**config.mk**
```make
export PLATFORM = sky130hd
export DESIGN_NAME = rcs_ctrl
export DESIGN_NICKNAME = d
export VERILOG_FILES = /design/src/sv/rcs_pkg.sv /design/src/sv/rcs_ctrl.sv
export SDC_FILE = /design/constraint.sdc
export NUM_CORES = 1
export LEC_CHECK = 0
export BUFFER_PORTS_ARGS = -buffer_cell sky130_fd_sc_hd__buf_2
export CAP_MARGIN = 10
export CORE_MARGIN = 3
export CORE_UTILIZATION = 50
export CTS_CLUSTER_DIAMETER = 40
export DETAILED_ROUTE_END_ITERATION = 10
export GPL_TIMING_DRIVEN = 0
export PLACE_DENSITY_LB_ADDON = 0.05
export RECOVER_POWER = 25
export SLEW_MARGIN = 20
export SYNTH_ARGS = -nofsm -noshare
export SYNTH_HDL_FRONTEND = slang
export SYNTH_SLANG_ARGS = --single-unit
```
**constraint.sdc**
```tcl
create_clock -name aclk -period 2.8 [get_ports aclk]
set_clock_uncertainty 0.1 [all_clocks]
set_input_delay 0.42 -clock aclk [delete_from_list [all_inputs] [get_ports aclk]]
set_output_delay 0.42 -clock aclk [all_outputs]
set_load 0.05 [all_outputs]
```
**src/sv/rcs_pkg.sv**
```systemverilog
// Shared types and constants for the polyline clipper and viewport mapper.
package rcs_pkg;

    localparam int COORD_W = 32;
    localparam int DIFF_W  = COORD_W + 1;
    localparam int PROD_W  = 2 * DIFF_W;
    localparam int SPAN_W  = 13;
    localparam int PIX_W   = 16;
    localparam int CFG_AW  = 3;

    typedef enum logic [CFG_AW-1:0] {
        CFG_X_LOW       = 3'd0,
        CFG_X_HIGH      = 3'd1,
        CFG_Y_LOW       = 3'd2,
        CFG_Y_HIGH      = 3'd3,
        CFG_PLOT_WIDTH  = 3'd4,
        CFG_PLOT_HEIGHT = 3'd5
    } cfg_idx_t;

    typedef enum logic [3:0] {
        DP_NOP,
        DP_LATCH,
        DP_SETUP_PEND,
        DP_ADVANCE,
        DP_SETUP_FIN,
        DP_LOAD_QP,
        DP_LOAD_PQ,
        DP_LOAD_PN,
        DP_MUL,
        DP_DIV_START,
        DP_WB,
        DP_PUSH_VTX,
        DP_PUSH_MARK,
        DP_FLUSH
    } dp_op_t;

    typedef enum logic [1:0] {
        AR_CLIPX,
        AR_CLIPY,
        AR_PIXX,
        AR_PIXY
    } ar_op_t;

    typedef struct packed {
        dp_op_t op;
        ar_op_t ar;
        logic   esel_c;
    } cmd_t;

    typedef struct packed {
        logic in_p;
        logic in_q;
        logic in_n;
        logic hp;
        logic hn;
        logic pend_valid;
        logic fin;
        logic cx_out;
        logic cy_out;
        logic div_done;
        logic hold_valid;
        logic out_free;
        logic push_ok;
    } stat_t;

endpackage

```
**src/sv/rcs_ctrl.sv**
```systemverilog
// Controller: sequences judging, clipping, pixel mapping and result hand-off per point.
module rcs_ctrl
    import rcs_pkg::*;
(
    input  logic  aclk,
    input  logic  aresetn,
    input  logic  s_tvalid,
    output logic  s_tready,
    input  stat_t stat,
    output cmd_t  cmd
);

    typedef enum logic [3:0] {
        S_IDLE, S_CHK, S_JUDGE, S_CLIP_X, S_CLIP_Y, S_MUL, S_DIV, S_WAIT,
        S_WB, S_PUSH, S_ADV, S_SETUP_FIN, S_MARK, S_FLUSH
    } state_t;

    state_t state_reg;
    ar_op_t ar_reg;
    logic   esel_reg, emit_p_reg, ret_fin_reg;

    always_ff @(posedge aclk) begin
        if (!aresetn) begin
            state_reg   <= S_IDLE;
            ar_reg      <= AR_PIXX;
            esel_reg    <= 1'b0;
            emit_p_reg  <= 1'b0;
            ret_fin_reg <= 1'b0;
        end else begin
            unique case (state_reg)
                S_IDLE: if (s_tvalid) state_reg <= S_CHK;
                S_CHK: begin
                    ret_fin_reg <= 1'b0;
                    state_reg   <= stat.pend_valid ? S_JUDGE : S_ADV;
                end
                S_JUDGE: begin
                    priority if (stat.in_p && stat.hp && !stat.in_q) begin
                        emit_p_reg <= 1'b1;
                        state_reg  <= S_CLIP_X;
                    end else if (stat.in_p) begin
                        emit_p_reg <= 1'b0;
                        esel_reg   <= 1'b0;
                        ar_reg     <= AR_PIXX;
                        state_reg  <= S_MUL;
                    end else if ((stat.hp && stat.in_q) || (stat.hn && stat.in_n)) begin
                        emit_p_reg <= 1'b0;
                        state_reg  <= S_CLIP_X;
                    end else begin
                        state_reg <= ret_fin_reg ? S_MARK : S_ADV;
                    end
                end
                S_CLIP_X: begin
                    if (stat.cx_out) begin
                        ar_reg    <= AR_CLIPX;
                        state_reg <= S_MUL;
                    end else begin
                        state_reg <= S_CLIP_Y;
                    end
                end
                S_CLIP_Y: begin
                    ar_reg    <= stat.cy_out ? AR_CLIPY : AR_PIXX;
                    esel_reg  <= 1'b1;
                    state_reg <= S_MUL;
                end
                S_MUL:  state_reg <= S_DIV;
                S_DIV:  state_reg <= S_WAIT;
                S_WAIT: if (stat.div_done) state_reg <= S_WB;
                S_WB: begin
                    unique case (ar_reg)
                        AR_CLIPX: state_reg <= S_CLIP_Y;
                        AR_CLIPY: begin
                            ar_reg    <= AR_PIXX;
                            state_reg <= S_MUL;
                        end
                        AR_PIXX: begin
                            ar_reg    <= AR_PIXY;
                            state_reg <= S_MUL;
                        end
                        AR_PIXY: state_reg <= S_PUSH;
                    endcase
                end
                S_PUSH: begin
                    if (stat.push_ok) begin
                        if (esel_reg && emit_p_reg) begin
                            esel_reg   <= 1'b0;
                            emit_p_reg <= 1'b0;
                            ar_reg     <= AR_PIXX;
                            state_reg  <= S_MUL;
                        end else begin
                            state_reg <= ret_fin_reg ? S_MARK : S_ADV;
                        end
                    end
                end
                S_ADV: state_reg <= stat.fin ? S_SETUP_FIN : S_FLUSH;
                S_SETUP_FIN: begin
                    ret_fin_reg <= 1'b1;
                    state_reg   <= S_JUDGE;
                end
                S_MARK: if (stat.push_ok) state_reg <= S_FLUSH;
                S_FLUSH: if (!stat.hold_valid || stat.out_free) state_reg <= S_IDLE;
                default: state_reg <= S_IDLE;
            endcase
        end
    end

    always_comb begin
        cmd.op     = DP_NOP;
        cmd.ar     = ar_reg;
        cmd.esel_c = esel_reg;
        unique case (state_reg)
            S_IDLE: if (s_tvalid) cmd.op = DP_LATCH;
            S_CHK:  if (stat.pend_valid) cmd.op = DP_SETUP_PEND;
            S_JUDGE: begin
                priority if (stat.in_p && stat.hp && !stat.in_q) cmd.op = DP_LOAD_QP;
                else if (stat.in_p) cmd.op = DP_NOP;
                else if (stat.hp && stat.in_q) cmd.op = DP_LOAD_PQ;
                else if (stat.hn && stat.in_n) cmd.op = DP_LOAD_PN;
                else cmd.op = DP_NOP;
            end
            S_MUL:       cmd.op = DP_MUL;
            S_DIV:       cmd.op = DP_DIV_START;
            S_WB:        cmd.op = DP_WB;
            S_PUSH:      if (stat.push_ok) cmd.op = DP_PUSH_VTX;
            S_ADV:       cmd.op = DP_ADVANCE;
            S_SETUP_FIN: cmd.op = DP_SETUP_FIN;
            S_MARK:      if (stat.push_ok) cmd.op = DP_PUSH_MARK;
            S_FLUSH:     if (stat.hold_valid && stat.out_free) cmd.op = DP_FLUSH;
            default:     cmd.op = DP_NOP;
        endcase
    end

    assign s_tready = (state_reg == S_IDLE);

endmodule

```
==> flow_summary.yaml <==
synthesis:
  synthDistinctLibCells: 57
  syn_area_um2: 1180
  ys_seq_elements: 9
  ys.flop_type: "dfxtp_1"
  avgSynthCellArea_um2: 7.69
  async_flop_share_pct: 0
  yosysSeqAreaShare_pct: 15.2
  yosysWarnings: 0
  syn-instance-count: 154
  syn_nets: 170
  synth_edf_count: 0
sta:
  timing.final.crit_share_pct: 95.1
  min_period_ns: 2.66
  rsz0062_at_grt: "no"
  slew_headroom_pct: 54.5
  final-setup-viol-count: 0
  tightest_slew_ns: 0.680
  drv_slew: 0
  fin_setup_tns_ns: 0
  worst_slack_ns: 0.138
  hold_viol_final: 0
  fmax_ghz: 0.376
pwr:
  peakVddDrop_uv: 484
  netSwitchingFraction_pct: 55.2
  p_switching_uw: 648
  seqPwrFrac_pct: 16.2
  p_per_area_nw_per_um2: 869
  power_frac_comb_pct: 74.9
  clkPwrFrac_pct: 8.9
  p_leak_nw: 0.506
  p_int_uw: 526
cells_and_area:
  fill_cells: 220
  fin_area_um2: 1350
  fin_util_pct: 60.4
  fin_nets: 196
  largest_register_ffs: 4
  area_delta_synth_final_pct: 13.9
  n_antenna_cell: 0
  drive_above_1_share_pct: 28.5
min_path:
  holdPathStages: 3
  hold_path_class: "in2reg"
grt:
  grt_pass1_wl_mm: 5.66
  grt_max_degree: 11
  grt_pass1_vias: 1204
  grt_util_all_layers_pct: 26.5
  grt_overflow_total: 0
  antenna_found_initial: 0
clock_tree:
  cts_root_buf: "clkbuf_4"
  clockBufferDepth: 2
  postCtsHoldBufs: 0
  post_cts_buffers: 0
  post_cts_resized: 0
  insertion_delay_ns: 0.27
  cts_tree: "built"
  cts_made_buffers: 3
  path_clk_slew_ns: 0.07
  htreeDepth: 1
  cts.sinks: 9
route:
  first_iter_violations: 51
  ant_nets: 0
  viasPerCell: 6.55
  firstDrtPassIters: 4
  wl_per_cell_um: 18.1
  wl_mm: 3.74
  drc: 0
  vias: 1356
placed_design:
  gp_congestion: 0.908
  dp_slack_ns: 0.457
  portBuffers: 21
  hpwl_mm: 2.84
  dpl-instance-area_um2: 1330
die:
  num_io_pins: 24
  die_w_um: 54.7
  fp-row-count: 17
  die_area_um2: 2990
  die_h_um: 54.7
  coreArea_um2: 2230
  start_util_pct: 53.1
outcome:
  status: "finished, final reports clean"
critical_path:
  ff2ff_path_depth: 5
  cp_max_fo: 10
  cp-start-kind: "flip-flop"
  critPathRequiredTime_ns: 2.28
  criticalPathCategory: "reg2out"
  setup.worst_path.end_class: "output pin"
  arrival_ns: 2.14
flow_run:
  drv_cap: 0
layout by cell type (no fill, tap or decap), types with 4 or more instances in the layout:
master,synthesis,layout
inv_1,6,6
nand2b_1,7,7
buf_2,6,23
a21oi_1,10,10
clkbuf_1,1,5
nor3_1,4,4
or2_2,4,4
o21ai_0,4,4
o32ai_2,4,4
nand3_1,5,5
clkbuf_4,0,4
nand2_1,16,16
nor2_1,9,9
dfxtp_1,9,9
a211oi_1,5,5
layer usage:
layer	up-vias	global-route usage, %	part of all wire [%]
met5	-	0	0
met4	0	10.4	2.4
met3	10	9.81	6.9
met2	60	41.9	48
met1	643	32.0	42
li1	643	-	-
cell families (layout without fill, tap and decap cells):
| logic type | Yosys count | in the layout | synth area share, % |
|---|---|---|---|
| fa+ha+maj | 1 | 1 | 0.845 |
| xor+xnor | 3 | 3 | 2.22 |
| compound gates | 53 | 53 | 37.4 |
| buf+inv | 19 | 44 | 9.50 |
| flops | 9 | 9 | 15.2 |
| mux | 1 | 1 | 0.845 |
| simple gates | 68 | 68 | 34.0 |
worst max-delay path, cell delays in order, from the launching register on:
cell and delay [ns]:
dfxtp_1 0.49, buf_2 0.29, buf_2 0.27, and3b_1 0.19
a21oi_1 0.04, o21a_1 0.19, o32ai_1 0.11, clkbuf_4 0.28
stage by stage:
stage                     hold slack, ns  instances  power, mW
after floorplan                    0.366        154      0.859
after global placement             0.399        203       1.04
after detailed placement           0.396        203       1.05
after CTS                          0.354        207       1.16
after global routing               0.367        207       1.24
final                              0.361        207       1.17
power groups by stage:
stage               clock (mW)  sequential, mW  combinational (mW)
finish                   0.104           0.190               0.880
detailed placement           0           0.190               0.861
floorplan                    0           0.196               0.664
global placement             0           0.188               0.849
global route             0.115           0.193               0.932
CTS                      0.105           0.187               0.865
cell usage after synthesis, types with 2 or more instances:
library cell,n,area (µm²)
nand2_1,16,60.1
a21oi_1,10,50.1
dfxtp_1,9,180
nor2_1,9,33.8
nand2b_1,7,43.8
buf_2,6,30.0
inv_1,6,22.5
a211oi_1,5,37.5
nand3_1,5,25.0
nor3_1,4,20.0
o21ai_0,4,20.0
o32ai_2,4,65.1
or2_2,4,25.0
a221oi_1,3,26.3
buf_4,3,22.5
buf_6,3,33.8
nor2b_1,3,18.8
a221o_1,2,20.0
a22o_1,2,17.5
a32o_1,2,20.0
a32oi_1,2,17.5
and2_1,2,12.5
and3_1,2,12.5
and3b_1,2,17.5
nor4_1,2,12.5
o21bai_1,2,15.0
o31ai_1,2,15.0
o32ai_1,2,17.5
or4b_4,2,27.5
xnor2_1,2,17.5
layout make-up:
type                            instances  area [µm²]  area share, %
Multi-Input combinational cell        126         892           66.1
Buffer                                 13        90.1           6.67
Clock buffer                            4        26.3           1.95
Sequential cell                         9         180           13.3
Inverter                                6        22.5           1.67
Tap cell                               28        35.0           2.60
Timing Repair Buffer                   21         104           7.69
worst paths after layout:
kind	startpoint	end	slack, ns
min	stat[4]	ar_reg[0]	0.36
max reg2reg	state_reg[1]	state_reg[3]	0.74
max	state_reg[0]	cmd[4]	0.14
min reg2reg	emit_p_reg	emit_p_reg	0.41
Note: power is estimated with default switching activity, not from simulation.
